==> config.mk <==
export PLATFORM = sky130hd
export DESIGN_NAME = k_combination_generator_flat
export DESIGN_NICKNAME = d
export VERILOG_FILES = /design/src/kcg_pkg.sv /design/src/kcg_req_if.sv /design/src/kcg_res_if.sv /design/src/kcg_cfg_if.sv /design/src/k_combination_generator.sv /design/src/kcg_idx_file.sv /design/src/kcg_seq.sv /design/src/flat_wrapper.sv
export SDC_FILE = /design/constraint.sdc
export NUM_CORES = 1
export LEC_CHECK = 0
export BUFFER_PORTS_ARGS = -buffer_cell sky130_fd_sc_hd__buf_4
export CAP_MARGIN = 10
export CELL_PAD_IN_SITES_DETAIL_PLACEMENT = 0
export CELL_PAD_IN_SITES_GLOBAL_PLACEMENT = 1
export CORE_MARGIN = 2
export CORE_UTILIZATION = 41
export CTS_CLUSTER_DIAMETER = 30
export DETAILED_ROUTE_END_ITERATION = 10
export PLACE_DENSITY_LB_ADDON = 0.1
export SETUP_SLACK_MARGIN = 0.2
export SLEW_MARGIN = 20
export SYNTH_ARGS = -nofsm -noshare
export SYNTH_HDL_FRONTEND = slang
export SYNTH_HIERARCHICAL = 1
export SYNTH_SLANG_ARGS = --single-unit
export TNS_END_PERCENT = 100
==> constraint.sdc <==
create_clock -name clk -period 12.66 [get_ports clk]
set_input_delay 0 -clock clk [delete_from_list [all_inputs] [get_ports clk]]
set_output_delay 0 -clock clk [all_outputs]
set_load 0.01 [all_outputs]
==> src/kcg_pkg.sv <==
package kcg_pkg;

  localparam int MAX_SET    = 64;
  localparam int MAX_SUBSET = 8;

  localparam int IDX_W  = $clog2(MAX_SET);     // zero-based item index
  localparam int SET_W  = IDX_W + 1;           // set size / item number 1..MAX_SET
  localparam int SUB_W  = 4;                   // subset size register
  localparam int POS_W  = $clog2(MAX_SUBSET);  // position within a subset
  localparam int LIM_W  = SET_W + 1;           // e + position
  localparam int CFG_IDX_W  = 2;
  localparam int CFG_DATA_W = SET_W;

  localparam logic [CFG_IDX_W-1:0] CFG_SET_SIZE    = CFG_IDX_W'(0);
  localparam logic [CFG_IDX_W-1:0] CFG_SUBSET_SIZE = CFG_IDX_W'(1);

  localparam logic [SET_W-1:0] SET_SIZE_RST    = SET_W'(2);
  localparam logic [SUB_W-1:0] SUBSET_SIZE_RST = SUB_W'(2);

  typedef enum logic [4:0] {
    ST_IDLE = 5'b00001,
    ST_EMIT = 5'b00010,
    ST_SCAN = 5'b00100,
    ST_FILL = 5'b01000,
    ST_EXH  = 5'b10000
  } seq_state_t;

  // sizes and control from the register block to the sequencer
  typedef struct packed {
    logic [SET_W-1:0] set_size;
    logic [SUB_W-1:0] subset_size;
    logic             invalid;
    logic             reload;
  } size_cfg_t;

  // sequencer command to the index store
  typedef struct packed {
    logic             load_first;
    logic             we;
    logic [POS_W-1:0] addr;
    logic [IDX_W-1:0] wdata;
  } idx_cmd_t;

endpackage

==> src/kcg_req_if.sv <==
interface kcg_req_if;
  logic valid;
  logic ready;
  logic restart;

  modport source (output valid, output restart, input ready);
  modport sink   (input valid, input restart, output ready);
endinterface

==> src/kcg_res_if.sv <==
interface kcg_res_if import kcg_pkg::*; ();
  logic             valid;
  logic             ready;
  logic [SET_W-1:0] element_value;
  logic [2:0]       element_position;
  logic             last_element;
  logic             final_combination;
  logic             exhausted;

  modport source (output valid, output element_value, output element_position,
                  output last_element, output final_combination, output exhausted,
                  input ready);
  modport sink   (input valid, input element_value, input element_position,
                  input last_element, input final_combination, input exhausted,
                  output ready);
endinterface

==> src/kcg_cfg_if.sv <==
interface kcg_cfg_if import kcg_pkg::*; ();
  logic                  valid;
  logic                  ready;
  logic [CFG_IDX_W-1:0]  index;
  logic [CFG_DATA_W-1:0] data;

  modport source (output valid, output index, output data, input ready);
  modport sink   (input valid, input index, input data, output ready);
endinterface

==> src/k_combination_generator.sv <==
// Lexicographic k-combination generator. Each request on in_ch hands out the
// current k-element subset of items 1..n as k results on out_ch, one element
// per result in ascending order, with the last result flagged; every result
// of the final subset carries final_combination. A request with restart set
// first reloads the subset 0..k-1; so do reset and every write to register
// 0 or 1. Once the subsets run out, each request answers with one exhausted
// result until a restart or a register write; with invalid sizes (k of 0 or
// above 8, n above 64, or n below k) that holds until a write fixes them.
// Register 0 is set_size n, register 1 is subset_size k; other indexes are
// ignored. Write the registers only while no request is in flight; cfg_ch
// holds off writes until the sequencer is idle. Each request is accepted,
// then emits its elements in order (holding while out_ch stalls), then
// scans down the index store for a position to raise and fills the
// positions after it before the next request is taken; an exhausted answer
// skips the scan and fill. The pace is set by the single read/write port of
// the index store and the one shared incrementer that serves output, raise
// and fill. The last result waits in an output register while the next
// request is accepted. No clearing pass is needed after reset.
module k_combination_generator import kcg_pkg::*; (
  input  logic        clk,
  input  logic        rst_n,
  kcg_req_if.sink     in_ch,
  kcg_res_if.source   out_ch,
  kcg_cfg_if.sink     cfg_ch
);

  logic [SET_W-1:0] set_size_r, set_size_nxt;
  logic [SUB_W-1:0] subset_size_r, subset_size_nxt;
  logic             cfg_wr;
  logic             cfg_hit;
  size_cfg_t        size_cfg;
  idx_cmd_t         idx_cmd;
  logic [IDX_W-1:0] idx_rd;

  // take writes only while the sequencer is idle, so a reload never lands
  // in the middle of a scan or fill
  assign cfg_ch.ready = in_ch.ready;
  assign cfg_wr       = cfg_ch.valid && cfg_ch.ready;
  assign cfg_hit      = cfg_wr &&
                        (cfg_ch.index == CFG_SET_SIZE || cfg_ch.index == CFG_SUBSET_SIZE);

  always_comb begin
    set_size_nxt    = set_size_r;
    subset_size_nxt = subset_size_r;
    if (cfg_wr) begin
      case (cfg_ch.index)
        CFG_SET_SIZE:    set_size_nxt    = cfg_ch.data[SET_W-1:0];
        CFG_SUBSET_SIZE: subset_size_nxt = cfg_ch.data[SUB_W-1:0];
        default: begin
          // unknown index: drop the write
        end
      endcase
    end
  end

  always_ff @(posedge clk) begin
    if (!rst_n) begin
      set_size_r    <= SET_SIZE_RST;
      subset_size_r <= SUBSET_SIZE_RST;
    end else begin
      set_size_r    <= set_size_nxt;
      subset_size_r <= subset_size_nxt;
    end
  end

  // flag sizes that leave no subset to hand out
  assign size_cfg.set_size    = set_size_r;
  assign size_cfg.subset_size = subset_size_r;
  assign size_cfg.invalid     = (subset_size_r == '0) ||
                                (subset_size_r > SUB_W'(MAX_SUBSET)) ||
                                (set_size_r > SET_W'(MAX_SET)) ||
                                (set_size_r < SET_W'(subset_size_r));
  // a write to register 0 or 1 reloads the first subset
  assign size_cfg.reload      = cfg_hit;

  kcg_seq u_seq (
    .clk     (clk),
    .rst_n   (rst_n),
    .cfg     (size_cfg),
    .in_ch   (in_ch),
    .out_ch  (out_ch),
    .idx_cmd (idx_cmd),
    .idx_rd  (idx_rd)
  );

  kcg_idx_file u_idx_file (
    .clk     (clk),
    .rst_n   (rst_n),
    .cmd     (idx_cmd),
    .rd_data (idx_rd)
  );

endmodule

==> src/kcg_idx_file.sv <==
module kcg_idx_file import kcg_pkg::*; (
  input  logic             clk,
  input  logic             rst_n,
  input  idx_cmd_t         cmd,
  output logic [IDX_W-1:0] rd_data
);

  logic [IDX_W-1:0] idx_r [MAX_SUBSET];

  // reset and reload put position i at index i
  always_ff @(posedge clk) begin
    if (!rst_n || cmd.load_first) begin
      for (int i = 0; i < MAX_SUBSET; i++) begin
        idx_r[i] <= IDX_W'(i);
      end
    end else if (cmd.we) begin
      idx_r[cmd.addr] <= cmd.wdata;
    end
  end

  assign rd_data = idx_r[cmd.addr];

endmodule

==> src/kcg_seq.sv <==
module kcg_seq import kcg_pkg::*; (
  input  logic             clk,
  input  logic             rst_n,
  input  size_cfg_t        cfg,
  kcg_req_if.sink          in_ch,
  kcg_res_if.source        out_ch,
  output idx_cmd_t         idx_cmd,
  input  logic [IDX_W-1:0] idx_rd
);

  seq_state_t       state_r, state_nxt;
  logic [POS_W-1:0] cur_r, cur_nxt;
  logic [IDX_W-1:0] prev_r, prev_nxt;
  logic             fin_r, fin_nxt;
  logic             done_r, done_nxt;

  logic             out_vld_r, out_vld_nxt;
  logic [SET_W-1:0] out_val_r, out_val_nxt;
  logic [POS_W-1:0] out_pos_r, out_pos_nxt;
  logic             out_last_r, out_last_nxt;
  logic             out_fin_r, out_fin_nxt;
  logic             out_exh_r, out_exh_nxt;

  logic             accept;
  logic             slot_free;
  logic [SET_W-1:0] e_w;
  logic [LIM_W-1:0] limit_w;
  logic             at_limit;
  logic             cur_is_last;
  logic [IDX_W-1:0] inc_op;
  logic [SET_W-1:0] inc_sum;

  assign accept    = in_ch.valid && in_ch.ready;
  assign slot_free = !out_vld_r || out_ch.ready;

  assign e_w         = cfg.set_size - SET_W'(cfg.subset_size);
  assign limit_w     = LIM_W'(e_w) + LIM_W'(cur_r);
  assign at_limit    = LIM_W'(idx_rd) >= limit_w;
  assign cur_is_last = SUB_W'(cur_r) == (cfg.subset_size - SUB_W'(1));

  // shared incrementer
  assign inc_op  = (state_r == ST_FILL) ? prev_r : idx_rd;
  assign inc_sum = SET_W'(inc_op) + SET_W'(1);

  always_comb begin
    state_nxt    = state_r;
    cur_nxt      = cur_r;
    prev_nxt     = prev_r;
    fin_nxt      = fin_r;
    done_nxt     = done_r;
    out_vld_nxt  = out_vld_r && !out_ch.ready;
    out_val_nxt  = out_val_r;
    out_pos_nxt  = out_pos_r;
    out_last_nxt = out_last_r;
    out_fin_nxt  = out_fin_r;
    out_exh_nxt  = out_exh_r;

    idx_cmd.load_first = cfg.reload;
    idx_cmd.we         = 1'b0;
    idx_cmd.addr       = cur_r;
    idx_cmd.wdata      = inc_sum[IDX_W-1:0];

    if (cfg.reload) begin
      done_nxt = 1'b0;
    end

    case (state_r)
      ST_IDLE: begin
        if (accept) begin
          idx_cmd.load_first = cfg.reload || in_ch.restart;
          cur_nxt = '0;
          if ((!in_ch.restart && done_r) || cfg.invalid) begin
            done_nxt  = 1'b1;
            state_nxt = ST_EXH;
          end else begin
            done_nxt  = 1'b0;
            state_nxt = ST_EMIT;
          end
        end
      end
      ST_EMIT: begin
        if (slot_free) begin
          out_vld_nxt  = 1'b1;
          out_val_nxt  = inc_sum;
          out_pos_nxt  = cur_r;
          out_last_nxt = cur_is_last;
          out_exh_nxt  = 1'b0;
          if (cur_r == '0) begin
            fin_nxt     = SET_W'(idx_rd) == e_w;
            out_fin_nxt = SET_W'(idx_rd) == e_w;
          end else begin
            out_fin_nxt = fin_r;
          end
          if (cur_is_last) begin
            state_nxt = ST_SCAN;
          end else begin
            cur_nxt = cur_r + POS_W'(1);
          end
        end
      end
      ST_SCAN: begin
        if (!at_limit) begin
          idx_cmd.we = 1'b1;
          prev_nxt   = inc_sum[IDX_W-1:0];
          if (cur_is_last) begin
            state_nxt = ST_IDLE;
          end else begin
            cur_nxt   = cur_r + POS_W'(1);
            state_nxt = ST_FILL;
          end
        end else if (cur_r == '0) begin
          done_nxt  = 1'b1;
          state_nxt = ST_IDLE;
        end else begin
          cur_nxt = cur_r - POS_W'(1);
        end
      end
      ST_FILL: begin
        idx_cmd.we = 1'b1;
        prev_nxt   = inc_sum[IDX_W-1:0];
        if (cur_is_last) begin
          state_nxt = ST_IDLE;
        end else begin
          cur_nxt = cur_r + POS_W'(1);
        end
      end
      ST_EXH: begin
        if (slot_free) begin
          out_vld_nxt  = 1'b1;
          out_val_nxt  = '0;
          out_pos_nxt  = '0;
          out_last_nxt = 1'b1;
          out_fin_nxt  = 1'b0;
          out_exh_nxt  = 1'b1;
          state_nxt    = ST_IDLE;
        end
      end
      default: begin
        state_nxt = ST_IDLE;
      end
    endcase
  end

  always_ff @(posedge clk) begin
    if (!rst_n) begin
      state_r   <= ST_IDLE;
      cur_r     <= '0;
      done_r    <= 1'b0;
      out_vld_r <= 1'b0;
    end else begin
      state_r   <= state_nxt;
      cur_r     <= cur_nxt;
      done_r    <= done_nxt;
      out_vld_r <= out_vld_nxt;
    end
  end

  always_ff @(posedge clk) begin
    prev_r     <= prev_nxt;
    fin_r      <= fin_nxt;
    out_val_r  <= out_val_nxt;
    out_pos_r  <= out_pos_nxt;
    out_last_r <= out_last_nxt;
    out_fin_r  <= out_fin_nxt;
    out_exh_r  <= out_exh_nxt;
  end

  assign in_ch.ready              = (state_r == ST_IDLE);
  assign out_ch.valid             = out_vld_r;
  assign out_ch.element_value     = out_val_r;
  assign out_ch.element_position  = out_pos_r;
  assign out_ch.last_element      = out_last_r;
  assign out_ch.final_combination = out_fin_r;
  assign out_ch.exhausted         = out_exh_r;

  a_emit_cursor_in_range: assert property (@(posedge clk) disable iff (!rst_n)
    (state_r == ST_EMIT) |-> (SUB_W'(cur_r) < cfg.subset_size))
    else $error("emit cursor beyond subset size");

  a_exhausted_shape: assert property (@(posedge clk) disable iff (!rst_n)
    (out_vld_r && out_exh_r) |-> (out_last_r && out_val_r == '0 && !out_fin_r))
    else $error("malformed exhausted result");

  a_fill_after_scan: assert property (@(posedge clk) disable iff (!rst_n)
    (state_nxt == ST_FILL) |-> (state_r == ST_SCAN || state_r == ST_FILL))
    else $error("fill entered without a scan");

endmodule

==> src/flat_wrapper.sv <==
// flat-port wrapper written by rule: the top's interface ports become plain ports
module k_combination_generator_flat import kcg_pkg::*;
  (clk, rst_n, in_ch_valid, in_ch_restart, in_ch_ready, out_ch_valid, out_ch_element_value, out_ch_element_position, out_ch_last_element, out_ch_final_combination, out_ch_exhausted, out_ch_ready, cfg_ch_valid, cfg_ch_index, cfg_ch_data, cfg_ch_ready);
  kcg_req_if in_ch_i ();
  kcg_res_if out_ch_i ();
  kcg_cfg_if cfg_ch_i ();
  input  logic clk;
  input  logic rst_n;
  input wire logic [$bits(in_ch_i.valid)-1:0] in_ch_valid;
  input wire logic [$bits(in_ch_i.restart)-1:0] in_ch_restart;
  output wire logic [$bits(in_ch_i.ready)-1:0] in_ch_ready;
  output wire logic [$bits(out_ch_i.valid)-1:0] out_ch_valid;
  output wire logic [$bits(out_ch_i.element_value)-1:0] out_ch_element_value;
  output wire logic [$bits(out_ch_i.element_position)-1:0] out_ch_element_position;
  output wire logic [$bits(out_ch_i.last_element)-1:0] out_ch_last_element;
  output wire logic [$bits(out_ch_i.final_combination)-1:0] out_ch_final_combination;
  output wire logic [$bits(out_ch_i.exhausted)-1:0] out_ch_exhausted;
  input wire logic [$bits(out_ch_i.ready)-1:0] out_ch_ready;
  input wire logic [$bits(cfg_ch_i.valid)-1:0] cfg_ch_valid;
  input wire logic [$bits(cfg_ch_i.index)-1:0] cfg_ch_index;
  input wire logic [$bits(cfg_ch_i.data)-1:0] cfg_ch_data;
  output wire logic [$bits(cfg_ch_i.ready)-1:0] cfg_ch_ready;
  assign in_ch_i.valid = in_ch_valid;
  assign in_ch_i.restart = in_ch_restart;
  assign in_ch_ready = in_ch_i.ready;
  assign out_ch_valid = out_ch_i.valid;
  assign out_ch_element_value = out_ch_i.element_value;
  assign out_ch_element_position = out_ch_i.element_position;
  assign out_ch_last_element = out_ch_i.last_element;
  assign out_ch_final_combination = out_ch_i.final_combination;
  assign out_ch_exhausted = out_ch_i.exhausted;
  assign out_ch_i.ready = out_ch_ready;
  assign cfg_ch_i.valid = cfg_ch_valid;
  assign cfg_ch_i.index = cfg_ch_index;
  assign cfg_ch_i.data = cfg_ch_data;
  assign cfg_ch_ready = cfg_ch_i.ready;
  k_combination_generator u_core (.clk(clk), .rst_n(rst_n), .in_ch(in_ch_i), .out_ch(out_ch_i), .cfg_ch(cfg_ch_i));
endmodule
* Word level (Yosys, flattened, before mapping)
Memory sizes are Yosys's and may differ from the RTL's. A register that Yosys moved wholly into a read port is not among the register bits. Cells that the tools add are included.
Storage, ports and cells: register bits 41, bits in writable memories 48, bits of input ports 15, output and inout port bits 16, word-level logic and storage cells 127, memories kept 1
Memories:
- u_core.u_idx_file.idx_r | depth 8, width 6, read ports 1, clocked after memory_dff 1, wr ports 8, RTL line kcg_idx_file.sv:8 | logic [IDX_W-1:0] idx_r [MAX_SUBSET];
Operators by class: add/sub/neg operators 6, magnitude comparators 4, equal/unequal tests 16, multiplexer cells 55, reduce and logical (&&, ||, !) cells 32
Operators with widths (count):
- two-way mux 5 bit | 8
- two-way mux 3 bit | 10
- one-hot mux 5 bit (5 select lines) | 1
- two-way mux 1 bit | 21
- two-way mux 6 bit | 3
- two-way mux 7 bit | 2
- one-hot mux 7 bit (2 select lines) | 1
- != test 2 bit (second input constant) | 6
- one-hot mux 3 bit (4 select lines) | 1
- one-hot mux 6 bit (2 select lines) | 1
- one-hot mux 1 bit (2 select lines) | 5
- adder 7 x 3 -> 8 bit | 1
- greater-or-equal comparator 6 x 8 -> 1 bit | 1
- logical OR 1 bit | 8
- AND reduction 2 bit | 4
- adder 6 x 1 -> 7 bit (second input constant) | 1
- == test 6 x 7 -> 1 bit | 1
- > comparator 7 bit (second input constant) | 1
- < comparator 7 x 4 -> 1 bit | 1
- subtractor 7 x 4 -> 7 bit | 1
- != test 3 bit (second input constant) | 2
- one-hot mux 3 bit (2 select lines) | 1
- AND reduction 6 bit | 1
- OR reduction 6 bit | 1
- other kinds (22) | 30

* Longest topological paths before layout
Gate-level depths: netlist (run 1).
depth after elaboration 11, mapped depth 21, depth with buffers taken out 20

* Cells and area by module
The synthesis (run 1) kept the hierarchy.
By module, submodules not included:
- kcg_seq | instances 1, cells an instance 248, area each 2331.0 µm², seq. area each 800.8 µm²
- kcg_idx_file | instances 1, cells an instance 149, area each 2283.4 µm², seq. area each 1441.4 µm²
- k_combination_generator | instances 1, cells an instance 60, area each 560.5 µm², seq. area each 220.2 µm²

* Worst setup path after synthesis (run 1)
No wires, ideal clock.
path type register to register, from register u_core.subset_size_r[0], to memory u_core/u_idx_file/idx_r[5][0] in the netlist's numbering, enable pin, setup time 0.377 ns, arrival time 4.426 ns, data required time 12.283 ns, slack 7.857 ns, cell stages (with the launch flop) 20, path buffers 1, period minus slack after synthesis 4.803 ns, path through dfxtp_1 ha_1 inv_1 fa_1 xor2_1 ha_1 and3_1 a211oi_1 nor3_1 xor2_1 nand2_1 xor2_1 ha_1 and2_1 nor4b_1 a211oi_4 nand2_1 nand4b_1 clkbuf_1 o21ai_0
RTL lines:
- from (decl) | RTL line k_combination_generator.sv:28 | logic [SUB_W-1:0] subset_size_r, subset_size_nxt;
- from (signal assigned) | RTL line k_combination_generator.sv:62 | subset_size_r <= subset_size_nxt;
- to (decl) | RTL line kcg_idx_file.sv:8

==> results of run 1 <==
worst paths after layout:
| kind | start | endpoint | cells after the start |
|---|---|---|---|
| max reg2reg | u_core/subset_size_r[0]$_SDFFE_PN0P_ | u_core/u_idx_file/idx_r[7][1]$_SDFFCE_PN1P_ | 18 |
| min reg2reg | u_core/subset_size_r[1]$_SDFFE_PN1P_ | u_core/subset_size_r[1]$_SDFFE_PN1P_ | 2 |
| min | out_ch_ready | u_core/u_seq/out_ch.valid$_SDFF_PN0_ | 4 |
| max | u_core/subset_size_r[0]$_SDFFE_PN0P_ | u_core/u_idx_file/idx_r[7][1]$_SDFFCE_PN1P_ | 18 |
through the flow:
step / utilization [%] / instance area [um^2] / power [mW] / worst slack (ns) / hold WS (ns)
2_1_floorplan: - / 5170 / 0.644 / 7.86 / 0.0786
3_3_place_gp: 44.1 / 5500 / 0.736 / 7.25 / 0.231
3_5_place_dp: 44.1 / 5500 / 0.738 / 6.98 / 0.234
4_1_cts: 47.6 / 5930 / 1.03 / 6.93 / 0.0476
5_1_grt: 47.7 / 5940 / 1.09 / 6.38 / 0.111
6_report: 47.7 / 5940 / 1.03 / 6.90 / 0.0777
power by group through the flow:
stage                     clock, mW  combinational [mW]  sequential [mW]
after global routing          0.308               0.377            0.401
after CTS                     0.296               0.341            0.398
after detailed placement          0               0.334            0.404
after floorplan                   0               0.253            0.391
after global placement            0               0.333            0.403
final                         0.289               0.340            0.397
routing by layer:
layer / part of all wire [%] / wire length [um]
met3: 2.9 / 350
met4: 1.9 / 223
met2: 49 / 5800
met5: 0 / 0
met1: 46 / 5540
state kept, by name, summed over array words and instances, names as in the netlist:
name	flops
u_core/u_seq/cur_r	3
u_core/u_seq/out_ch.last_element	1
u_core/u_seq/fin_r	1
u_core/u_seq/out_ch.final_combination	1
u_core/u_seq/state_r	5
u_core/subset_size_r	4
u_core/u_idx_file/idx_r	48
u_core/u_seq/done_r	1
u_core/u_seq/out_ch.exhausted	1
u_core/set_size_r	7
u_core/u_seq/out_ch.element_value	7
u_core/u_seq/prev_r	6
u_core/u_seq/out_ch.valid	1
u_core/u_seq/out_ch.element_position	3
cell type report:
type	instances	share of cell area (%)
Sequential cell	89	41.4
Clock inverter	6	1.52
Inverter	24	1.52
Timing Repair Buffer	45	6.19
Clock buffer	10	3.85
Multi-Input combinational cell	323	41.9
Tap cell	172	3.62
cell usage in the layout (no fill, tap or decap), types with 11 or more instances in the layout:
cell type | netlist | routed
a21oi_1 | 11 | 11
nor2b_1 | 19 | 19
xnor2_1 | 15 | 14
nand2_1 | 23 | 23
mux2i_1 | 13 | 13
nor3_1 | 11 | 11
nand3_1 | 15 | 15
ha_1 | 22 | 22
dfxtp_1 | 21 | 21
and2_1 | 38 | 38
or3_1 | 14 | 14
dlygate4sd3_1 | 0 | 12
o21ai_0 | 15 | 15
inv_1 | 24 | 24
edfxtp_1 | 68 | 68
buf_4 | 7 | 33
nor2_1 | 21 | 20
cell families (layout without fill, tap and decap cells):
logic type	count (synthesis)	in the layout	share of synthesized area (%)
xor gates and xnor gates	24	24	4.06
and+or+nand+nor	180	180	20.0
AOI/OAI and AO/OA	64	64	8.61
DFF	89	89	47.6
buffers and inverters	45	85	4.50
adders and majority gates	24	24	6.09
muxes	31	31	9.19
worst reg2reg max path, stage by stage (launching register included):
cell	delay [ns]
dfxtp_1	0.41
ha_1	0.19
inv_1	0.05
fa_1	0.40
xor2_1	0.31
ha_1	0.32
and3_1	0.19
a211oi_1	0.37
nor3_1	0.14
xor2_1	0.15
nand2_1	0.09
xor2_1	0.15
ha_1	0.31
and2_1	0.19
nor4b_1	0.49
a211oi_4	0.11
nand2_1	0.15
nand4b_1	0.47
o21ai_0	0.90
repair_timing:
| item | 4_1_cts | 5_1_grt |
|---|---|---|
| setup endpoints to repair | 0 | 0 |
| endpoints found under the hold margin | 13 | 0 |
| hold buffers | 12 | 0 |
==> flow_metrics.py, run 1 <==
metrics = {
    "outcome": {
        "outcome": "complete, no violations",
    },
    "yosys": {
        "syn_inst": 457,
        "yosys-top-cells-area": "edfxtp_1 (39%), dfxtp_1 (8.1%), ha_1 (5.3%)",
        "synth_common_cells": "edfxtp_1 (68), and2_1 (38), inv_1 (24), nand2_1 (23), ha_1 (22)",
        "synthFlopType": "edfxtp_1",
        "synth-seq-area-share_pct": 47.6,
        "synth-edff-count": 68,
        "synth.most_common_cell": "edfxtp_1",
        "synth_cell_types": 64,
        "syn-cell-area_um2": 5170,
        "syn_avg_cell_area_um2": 11.3,
        "yosysWarnings": 6,
        "syn_nets": 496,
        "ys_async_sr_fraction_pct": 0,
        "ys_seq_elements": 89,
        "synth_top_area_share_pct": 39.5,
        "yosysTopAreaCell": "edfxtp_1",
    },
    "grt": {
        "use_met3_pct": 3.74,
        "met2_usage_pct": 29.9,
        "grtUsageMet1_pct": 25.4,
        "track_usage_pct": 18.7,
        "grt_max_degree": 23,
        "grt_pass1_vias": 3274,
        "grt_overflow_total": 0,
        "antenna_found_initial": 0,
        "grt_pass1_wl_um": 18500,
        "busiest_layer": "met2",
    },
    "finish": {
        "fin_nets": 531,
        "fin_cells": 669,
        "seq_area_um2": 2460,
        "diodes": 0,
        "layout-drive-gt1-share_pct": 13.5,
        "areaGrowthSynthToFinish_pct": 14.9,
        "multiInputGateArea_um2": 2490,
        "fillCellCount": 1134,
    },
    "worst_setup_path": {
        "path_delay_family": "simple AND/OR/NAND/NOR gates",
        "critPathCaptureType": "flip-flop",
        "crit_slowest_cell": "o21ai_0",
        "cp-start-kind": "flip-flop",
        "critPathArrivalTime_ns": 5.73,
        "reg2reg_slack_ns": 6.90,
        "crit_path_cell_trace": "ha_1 > inv_1 > fa_1 > xor2_1 > ha_1 > and3_1 > a211oi_1 > nor3_1 > xor2_1 > nand2_1 > xor2_1 > ha_1 > and2_1 > nor4b_1 > a211oi_4 > nand2_1 > nand4b_1 > o21ai_0",
        "critical_path_class": "flip-flop to flip-flop",
        "worst_ep_required_time_ns": 12.63,
        "worstPathMaxFanout": 14,
        "slowest_delay_ns": 0.89,
        "cp_num_buf_inv": 1,
    },
    "power_and_ir_drop": {
        "power_switching_mw": 0.343,
        "vdd_drop_max_v": 0.0000863,
        "intPower_mw": 0.684,
        "clkPwrFrac_pct": 28.2,
        "switching_share_pct": 33.4,
        "power_density_nw_per_um2": 173,
        "comb_power_share_pct": 33.1,
        "p_seq_share_pct": 38.7,
        "p_leak_nw": 2.24,
    },
    "floorplanning": {
        "io_pins": 31,
        "dieWidth_um": 116,
        "die-area_um2": 13500,
        "initial_core_util_pct": 41.5,
        "rows": 41,
        "core_region_area_um2": 12500,
        "die_y_um": 116,
    },
    "clock_network": {
        "insertion_delay_ns": 0.35,
        "clockRootBuffer": "clkbuf_16",
        "clkTransAtPathRegs_ns": 0.07,
        "clock_path_buffers": 2,
        "cts_max_level": 3,
        "cts_tree": "done",
        "post_cts_resized": 0,
        "cts_sinks": 89,
        "cts_inserted_buffers": 9,
        "post_cts_buffers": 0,
    },
    "timing": {
        "max_slew_margin_pct": 36.0,
        "min_period_over_period_pct": 45.5,
        "setup_violations": 0,
        "tightest_slew_ns": 0.953,
        "rsz0062_at_grt": "no",
        "finalClockSkew_ns": 0.00813,
        "finalCriticalPeriod_ns": 5.76,
        "slew_violations": 0,
        "hold_viol_final": 0,
        "tns_ns": 0,
        "fmax_mhz": 174,
    },
    "place": {
        "post-dp-hpwl_um": 8720,
        "portBuffers": 30,
        "globalplace.congestion": 0.805,
        "dp.cells": 641,
    },
    "min_path": {
        "hold_class": "primary input to flip-flop",
    },
    "routing": {
        "first_iter_violations": 229,
        "drt-pass1-iter-count": 4,
        "detail-route-antenna-nets": 0,
        "routed_wl_um": 11900,
        "via_per_inst": 5.36,
        "wire_per_inst_um": 17.8,
        "vias": 3586,
        "drc": 0,
    },
    "run": {
        "maxCapViolCount": 0,
    },
}
Note: power is estimated with default switching activity, not from simulation.
==> inputs of run 2 (changes only) <==
ABC_AREA = 1   (was not set)
clock period = 4.8 ns   (was 12.66 ns; I/O delays follow)
==> run 2 against run 1 <==
  * Non-clock buffer count decreased by 1
  * Design area grew 1.7%
  * First-iteration DRC count is 19% lower
  * Clock power rose by 120%
  * Routed wire length rose by 1.8%
  * Critical endpoint is now u_core/u_idx_file/idx_r[5][3]$_SDFFCE_PN0P_
  * Largest cell class is now flip-flops and latches
  * Largest power group is now combinational cells
  * Highest routed layer unchanged
==> flow_metrics.py, run 2 <==
metrics = {
    "worst_setup_path": {
        "critPathMostFrequentCell": "nand2_1",
        "reg2reg_slack_ns": 0.60,
        "worst-r2r-cell-count": 21,
        "critPathArrivalTime_ns": 4.25,
        "timing.rr.end": "u_core/u_idx_file/idx_r[5][3]$_SDFFCE_PN0P_",
        "crit_slowest_cell": "fa_1",
        "crit_path_cell_trace": "ha_1 > inv_1 > fa_1 > xor2_2 > ha_1 > nand2_1 > nand2_1 > a31oi_1 > nor2_1 > nand2_1 > xor2_1 > ha_1 > nand3_1 > nand3_1 > nand2_1 > nand2_2 > nand2_1 > nand2_2 > inv_2 > nand3_2 > nand2_2",
        "path_delay_family": "simple AND/OR/NAND/NOR gates",
        "cp_num_buf_inv": 2,
        "worst_ep_required_time_ns": 4.85,
        "critical_path_class": "flip-flop to flip-flop",
        "cp-start-kind": "flip-flop",
        "critPathCaptureType": "flip-flop",
        "regToRegStartpoint": "u_core/subset_size_r[0]$_SDFFE_PN0P_",
        "worstPathMaxFanout": 6,
        "slowest_delay_ns": 0.44,
    },
    "finish": {
        "finalCoreUtilization_pct": 47.9,
        "diodes": 0,
        "fillCellCount": 1266,
        "seq_area_um2": 2460,
        "layout-drive-gt1-share_pct": 13.3,
        "final_cell_mix": "nand2_1 (216), nor2_1 (97), inv_1 (76)",
        "final_common_cell": "nand2_1",
        "multiInputGateArea_um2": 2400,
        "largest_reg_flops": 48,
        "areaGrowthSynthToFinish_pct": 14.0,
        "regMostFlops": "u_core/u_idx_file/idx_r",
        "fin_nets": 743,
    },
    "power_and_ir_drop": {
        "clkPwrFrac_pct": 19.4,
        "switching_share_pct": 43.5,
        "power_switching_mw": 1.42,
        "power_density_nw_per_um2": 538,
        "total_power_mw": 3.25,
        "vdd_drop_max_v": 0.000170,
        "comb_power_share_pct": 47.3,
        "intPower_mw": 1.84,
        "p_leak_nw": 2.77,
        "p_seq_share_pct": 33.3,
    },
    "yosys": {
        "yosysWarnings": 6,
        "synth.most_common_cell": "nand2_1",
        "syn_avg_cell_area_um2": 7.93,
        "synth-edff-count": 68,
        "syn-cell-area_um2": 5310,
        "ys_async_sr_fraction_pct": 0,
        "synth_common_cells": "nand2_1 (220), nor2_1 (100), inv_1 (76), edfxtp_1 (68), nand3_1 (29)",
        "synth_top_area_share_pct": 38.5,
        "yosys-top-cells-area": "edfxtp_1 (38%), nand2_1 (16%), dfxtp_1 (7.9%)",
        "yosys.area_share.simple_pct": 32.0,
        "synth_mux_area_share_pct": 0.425,
        "yosysTopAreaCell": "edfxtp_1",
        "synthAdderAreaFrac_pct": 5.94,
        "ys_seq_elements": 89,
        "synthFlopType": "edfxtp_1",
        "synth_top_family_by_area": "simple AND/OR/NAND/NOR gates",
        "synth-seq-area-share_pct": 46.4,
        "syn_nets": 708,
        "synthXorXnorAreaFrac_pct": 2.81,
        "syn_inst": 669,
        "synth_cell_types": 40,
        "synth_compound_area_share_pct": 3.56,
    },
    "grt": {
        "use_met3_pct": 3.00,
        "grt_max_degree": 34,
        "grtUsageMet1_pct": 26.6,
        "grt_overflow_total": 0,
        "met2_usage_pct": 26.5,
        "antenna_found_initial": 0,
        "busiest_layer": "met1",
        "track_usage_pct": 18.2,
        "grt_pass1_vias": 3866,
        "grt_pass1_wl_um": 19700,
    },
    "timing": {
        "min_period_over_period_pct": 87.5,
        "rsz0062_at_grt": "yes",
        "slew_violations": 0,
        "tns_ns": 0,
        "tightest_slew_ns": 0.805,
        "finalClockSkew_ns": 0.00637,
        "fmax_mhz": 238,
        "finalCriticalPeriod_ns": 4.20,
        "setup_violations": 0,
        "max_slew_margin_pct": 46.3,
        "hold_viol_final": 0,
    },
    "floorplanning": {
        "rows": 41,
        "dieWidth_um": 118,
        "die-area_um2": 13900,
        "initial_core_util_pct": 42.0,
        "io_pins": 31,
        "die_y_um": 118,
        "core_region_area_um2": 12600,
    },
    "place": {
        "portBuffers": 30,
        "post-dp-hpwl_um": 8980,
        "globalplace.congestion": 0.829,
    },
    "clock_network": {
        "cts_inserted_buffers": 9,
        "clkTransAtPathRegs_ns": 0.06,
        "clock_path_buffers": 2,
        "post_cts_buffers": 0,
        "clockRootBuffer": "clkbuf_16",
        "cts_tree": "done",
        "cts_max_level": 3,
        "insertion_delay_ns": 0.35,
        "cts_sinks": 89,
    },
    "routing": {
        "vias": 4188,
        "drt-pass1-iter-count": 4,
        "routed_wl_um": 12100,
        "detail-route-antenna-nets": 0,
        "drc": 0,
        "via_per_inst": 4.76,
        "first_iter_violations": 186,
        "wire_per_inst_um": 13.8,
    },
    "outcome": {
        "outcome": "complete, no violations",
    },
    "min_path": {
        "hold_class": "primary input to flip-flop",
        "hold_path.startpoint": "in_ch_restart",
        "hold_end": "u_core/u_seq/state_r[1]$_SDFFE_PN0P_",
        "min_path_cells": 5,
    },
    "run": {
        "maxCapViolCount": 0,
    },
}
run 2: worst max path at each step:
| stage | from | end | slack [ns] | cells past startpoint |
|---|---|---|---|---|
| floorplan | u_core/subset_size_r[0]$_SDFFE_PN0P_ | u_core/u_idx_file/idx_r[5][0]$_SDFFCE_PN1P_ | 1.01 | 21 |
| global placement | u_core/subset_size_r[0]$_SDFFE_PN0P_ | u_core/u_idx_file/idx_r[0][3]$_SDFFCE_PN0P_ | 0.57 | 21 |
| detailed placement | u_core/subset_size_r[0]$_SDFFE_PN0P_ | u_core/u_idx_file/idx_r[0][3]$_SDFFCE_PN0P_ | 0.41 | 21 |
| CTS | u_core/subset_size_r[0]$_SDFFE_PN0P_ | u_core/u_idx_file/idx_r[0][3]$_SDFFCE_PN0P_ | 0.39 | 21 |
| global route | u_core/subset_size_r[0]$_SDFFE_PN0P_ | u_core/u_idx_file/idx_r[0][0]$_SDFFCE_PN0P_ | 0.18 | 21 |
| finish | u_core/subset_size_r[0]$_SDFFE_PN0P_ | u_core/u_idx_file/idx_r[5][3]$_SDFFCE_PN0P_ | 0.60 | 21 |
run 2: cell type report:
| type | instances | area share (%) |
|---|---|---|
| Clock inverter | 5 | 0.559 |
| Inverter | 91 | 5.73 |
| Sequential cell | 89 | 40.7 |
| Timing Repair Buffer | 44 | 5.92 |
| Tap cell | 172 | 3.56 |
| Multi-Input combinational cell | 469 | 39.7 |
| Clock buffer | 10 | 3.79 |
run 2: stage by stage:
step	cells	area (um^2)	worst slack [ns]	hold slack, ns
final	880	6050	0.598	0.0439
after global routing	880	6050	0.183	0.0708
after CTS	880	6020	0.392	0.0377
after detailed placement	854	5650	0.406	0.222
after global placement	854	5650	0.565	0.221
after floorplan	669	5310	1.01	0.0845
run 2: worst register-to-register path: stages (launching register included):
cell     delay, ns
dfxtp_2       0.38
ha_1          0.15
inv_1         0.07
fa_1          0.44
xor2_2        0.26
ha_1          0.28
nand2_1       0.07
nand2_1       0.05
a31oi_1       0.21
nor2_1        0.09
nand2_1       0.09
xor2_1        0.16
ha_1          0.26
nand3_1       0.09
nand3_1       0.18
nand2_1       0.18
nand2_2       0.11
nand2_1       0.12
nand2_2       0.15
inv_2         0.20
nand3_2       0.16
nand2_2       0.19
run 2: power by group through the flow:
stage	clock, mW	sequential (mW)	combinational [mW]
floorplan	0	1.07	1.18
global placement	0	1.10	1.53
detailed placement	0	1.10	1.54
finish	0.632	1.08	1.54
CTS	0.650	1.08	1.54
global route	0.683	1.10	1.75
run 2: kinds of logic after synthesis:
kind of cell               Yosys count
adders and majority gates           24
xor gates and xnor gates            17
buffers and inverters              111
and+or+nand+nor                    392
AOI/OAI and AO/OA                   35
muxes                                1
DFF                                 89
run 2: timing repair:
| item | in CTS | in global routing |
|---|---|---|
| hold endpoints to repair | 16 | 0 |
| gates resized for setup | 0 | 9 |
| endpoints found under the setup margin | 0 | 50 |
| hold buffers | 11 | 0 |
run 2: metal layers:
metal	share of wire, %	wire length, um	up-vias
met5	0	0	-
li1	-	-	2192
met3	4.2	514	16
met2	43	5260	94
met4	1.8	219	0
met1	51	6140	1886
==> inputs of run 3 (changes only) <==
CORE_UTILIZATION = 40   (was 41)
CTS_BUF_LIST = sky130_fd_sc_hd__clkbuf_8   (was not set)
PLACE_DENSITY = 0.72   (was not set)
PLACE_DENSITY_LB_ADDON = not set   (was 0.1)
==> run 3 against run 2 <==
  * Setup slack lost 0.12 ns
  * Critical path depth is the same
  * Clock skew grew 0.0064 ns
  * Sequential power is essentially flat
  * First-iteration DRC count grew 61%
  * Global-route usage shrank 0.11 points
  * Design area shrank 0.85%
  * Combinational power is essentially flat
  * Fmax shrank 2.8%
  * Non-clock buffer count grew 4
  * Flip-flop and latch count is the same
  * Critical endpoint is now u_core/u_idx_file/idx_r[5][1]$_SDFFCE_PN0P_
  * Highest routed layer unchanged
==> flow_metrics.py, run 3 (same netlist as run 2, synthesis figures left out) <==
metrics = {
    "grt": {
        "grt_pass1_vias": 4124,
        "antenna_found_initial": 0,
        "grt_pass1_wl_um": 20100,
        "track_usage_pct": 18.1,
        "grt_max_degree": 34,
        "grt_overflow_total": 0,
    },
    "run": {
        "maxCapViolCount": 0,
    },
    "clock_network": {
        "clkTransAtPathRegs_ns": 0.09,
        "cts_inserted_buffers": 9,
        "clockRootBuffer": "clkbuf_8",
        "cts_max_level": 3,
        "insertion_delay_ns": 0.37,
        "clock_path_buffers": 2,
        "cts_sinks": 89,
        "cts_tree": "done",
    },
    "timing": {
        "tightest_slew_ns": 0.677,
        "hold_viol_final": 0,
        "finalCriticalPeriod_ns": 4.32,
        "setup_violations": 0,
        "rsz0062_at_grt": "yes",
        "fmax_mhz": 231,
        "hold-worst-slack_ns": 0.0196,
        "min_period_over_period_pct": 90.0,
        "tns_ns": 0,
        "max_slew_margin_pct": 54.5,
        "slew_violations": 0,
        "finalClockSkew_ns": 0.0128,
    },
    "routing": {
        "top_layer_used": "met4",
        "vias": 4243,
        "drc": 0,
        "first_iter_violations": 300,
        "wl_met1_um": 5920,
        "wire_per_inst_um": 13.7,
        "drt-pass1-iter-count": 5,
        "via_per_inst": 4.77,
        "wl_met2_um": 5510,
        "routed_wl_um": 12200,
        "dr_wl_met3_um": 501,
        "detail-route-antenna-nets": 0,
    },
    "worst_setup_path": {
        "critical_path_class": "flip-flop to flip-flop",
        "cp-start-kind": "flip-flop",
        "critPathArrivalTime_ns": 4.39,
        "critPathCaptureType": "flip-flop",
        "worst_ep_required_time_ns": 4.87,
        "worstPathMaxFanout": 6,
    },
    "floorplanning": {
        "io_pins": 31,
        "dieWidth_um": 119,
        "die_y_um": 119,
        "die-area_um2": 14200,
        "core_region_area_um2": 13100,
        "initial_core_util_pct": 40.5,
        "rows": 42,
    },
    "finish": {
        "fin_nets": 747,
        "finalCoreUtilization_pct": 45.8,
        "largest_reg_flops": 48,
        "final_cell_mix": "nand2_1 (220), nor2_1 (100), inv_1 (78)",
        "layout-drive-gt1-share_pct": 12.3,
        "regMostFlops": "u_core/u_idx_file/idx_r",
        "final_common_cell": "nand2_1",
        "diodes": 0,
        "areaGrowthSynthToFinish_pct": 13.0,
    },
    "min_path": {
        "hold_class": "primary input to flip-flop",
    },
    "power_and_ir_drop": {
        "p_leak_nw": 2.76,
        "vdd_drop_max_v": 0.000146,
        "power_density_nw_per_um2": 522,
    },
    "place": {
        "portBuffers": 30,
        "post-dp-hpwl_um": 8950,
        "globalplace.congestion": 0.845,
    },
    "outcome": {
        "outcome": "complete, no violations",
    },
}
## run 3: changes by cell type in the layout (fill, tap and decap cells not counted), sizes merged
cell and change:
dlygate4sd3 +3, inv +3, clkinv -2, buf +1, bufinv +1, clkbuf -1
## run 3: routing by layer
metal	track usage, %	vias to the layer above
met2	29.0	86
met5	0	-
met4	7.66	0
li1	-	2204
met1	24.4	1937
met3	2.92	16
## run 3: worst paths after layout
path                                         from                                           to  slack, ns  cells after the start
max          u_core/subset_size_r[0]$_SDFFE_PN0P_  u_core/u_idx_file/idx_r[5][1]$_SDFFCE_PN0P_       0.48                     21
min                               cfg_ch_index[1]            u_core/set_size_r[1]$_SDFFE_PN1P_       0.02                      5
max reg2reg  u_core/subset_size_r[0]$_SDFFE_PN0P_  u_core/u_idx_file/idx_r[5][1]$_SDFFCE_PN0P_       0.48                     21
min reg2reg     u_core/set_size_r[0]$_SDFFE_PN0P_            u_core/set_size_r[0]$_SDFFE_PN0P_       0.53                      2
## run 3: layout make-up
| class | count | area [um^2] |
|---|---|---|
| Multi-Input combinational cell | 469 | 2380 |
| Fill cell | 1257 | 7090 |
| Clock inverter | 7 | 63.8 |
| Sequential cell | 89 | 2460 |
| Tap cell | 176 | 220 |
| Clock buffer | 9 | 124 |
| Timing Repair Buffer | 48 | 395 |
| Inverter | 91 | 347 |
## run 3: where the power goes
part | leakage (nW) | internal [mW] | switching, mW
Sequential | 0.825 | 0.998 | 0.0828
Combinational | 1.83 | 0.496 | 1.05
Clock | 0.102 | 0.237 | 0.271
Total | 2.76 | 1.73 | 1.40
## run 3: timing repair
| item | CTS | global route |
|---|---|---|
| setup endpoints to repair | 0 | 48 |
| hold endpoints to repair | 19 | 0 |
| setup buffers | 0 | 0 |
| hold buffers | 14 | 0 |
| resized for setup | 0 | 1 |
## run 3: critical path, cell delays in order (launching register included)
cell and delay, ns:
dfxtp_1 0.45, ha_1 0.18, inv_1 0.06, fa_1 0.44, xor2_2 0.27, ha_1 0.29, nand2_1 0.06, nand2_1 0.04
a31oi_1 0.22, nor2_1 0.08, nand2_1 0.09, xor2_1 0.15, ha_1 0.25, nand3_1 0.09, nand3_1 0.19, nand2_1 0.17
nand2_2 0.11, nand2_1 0.11, nand2_2 0.14, inv_2 0.18, nand3_2 0.16, nand2_1 0.26
## run 3: metrics by stage
stage	setup slack [ns]	cells	power, mW	area (um^2)
floorplan	1.01	669	2.25	5310
global placement	0.567	859	2.61	5660
detailed placement	0.427	859	2.63	5660
CTS	0.394	889	3.14	5990
global route	0.120	889	3.42	6000
finish	0.479	889	3.13	6000
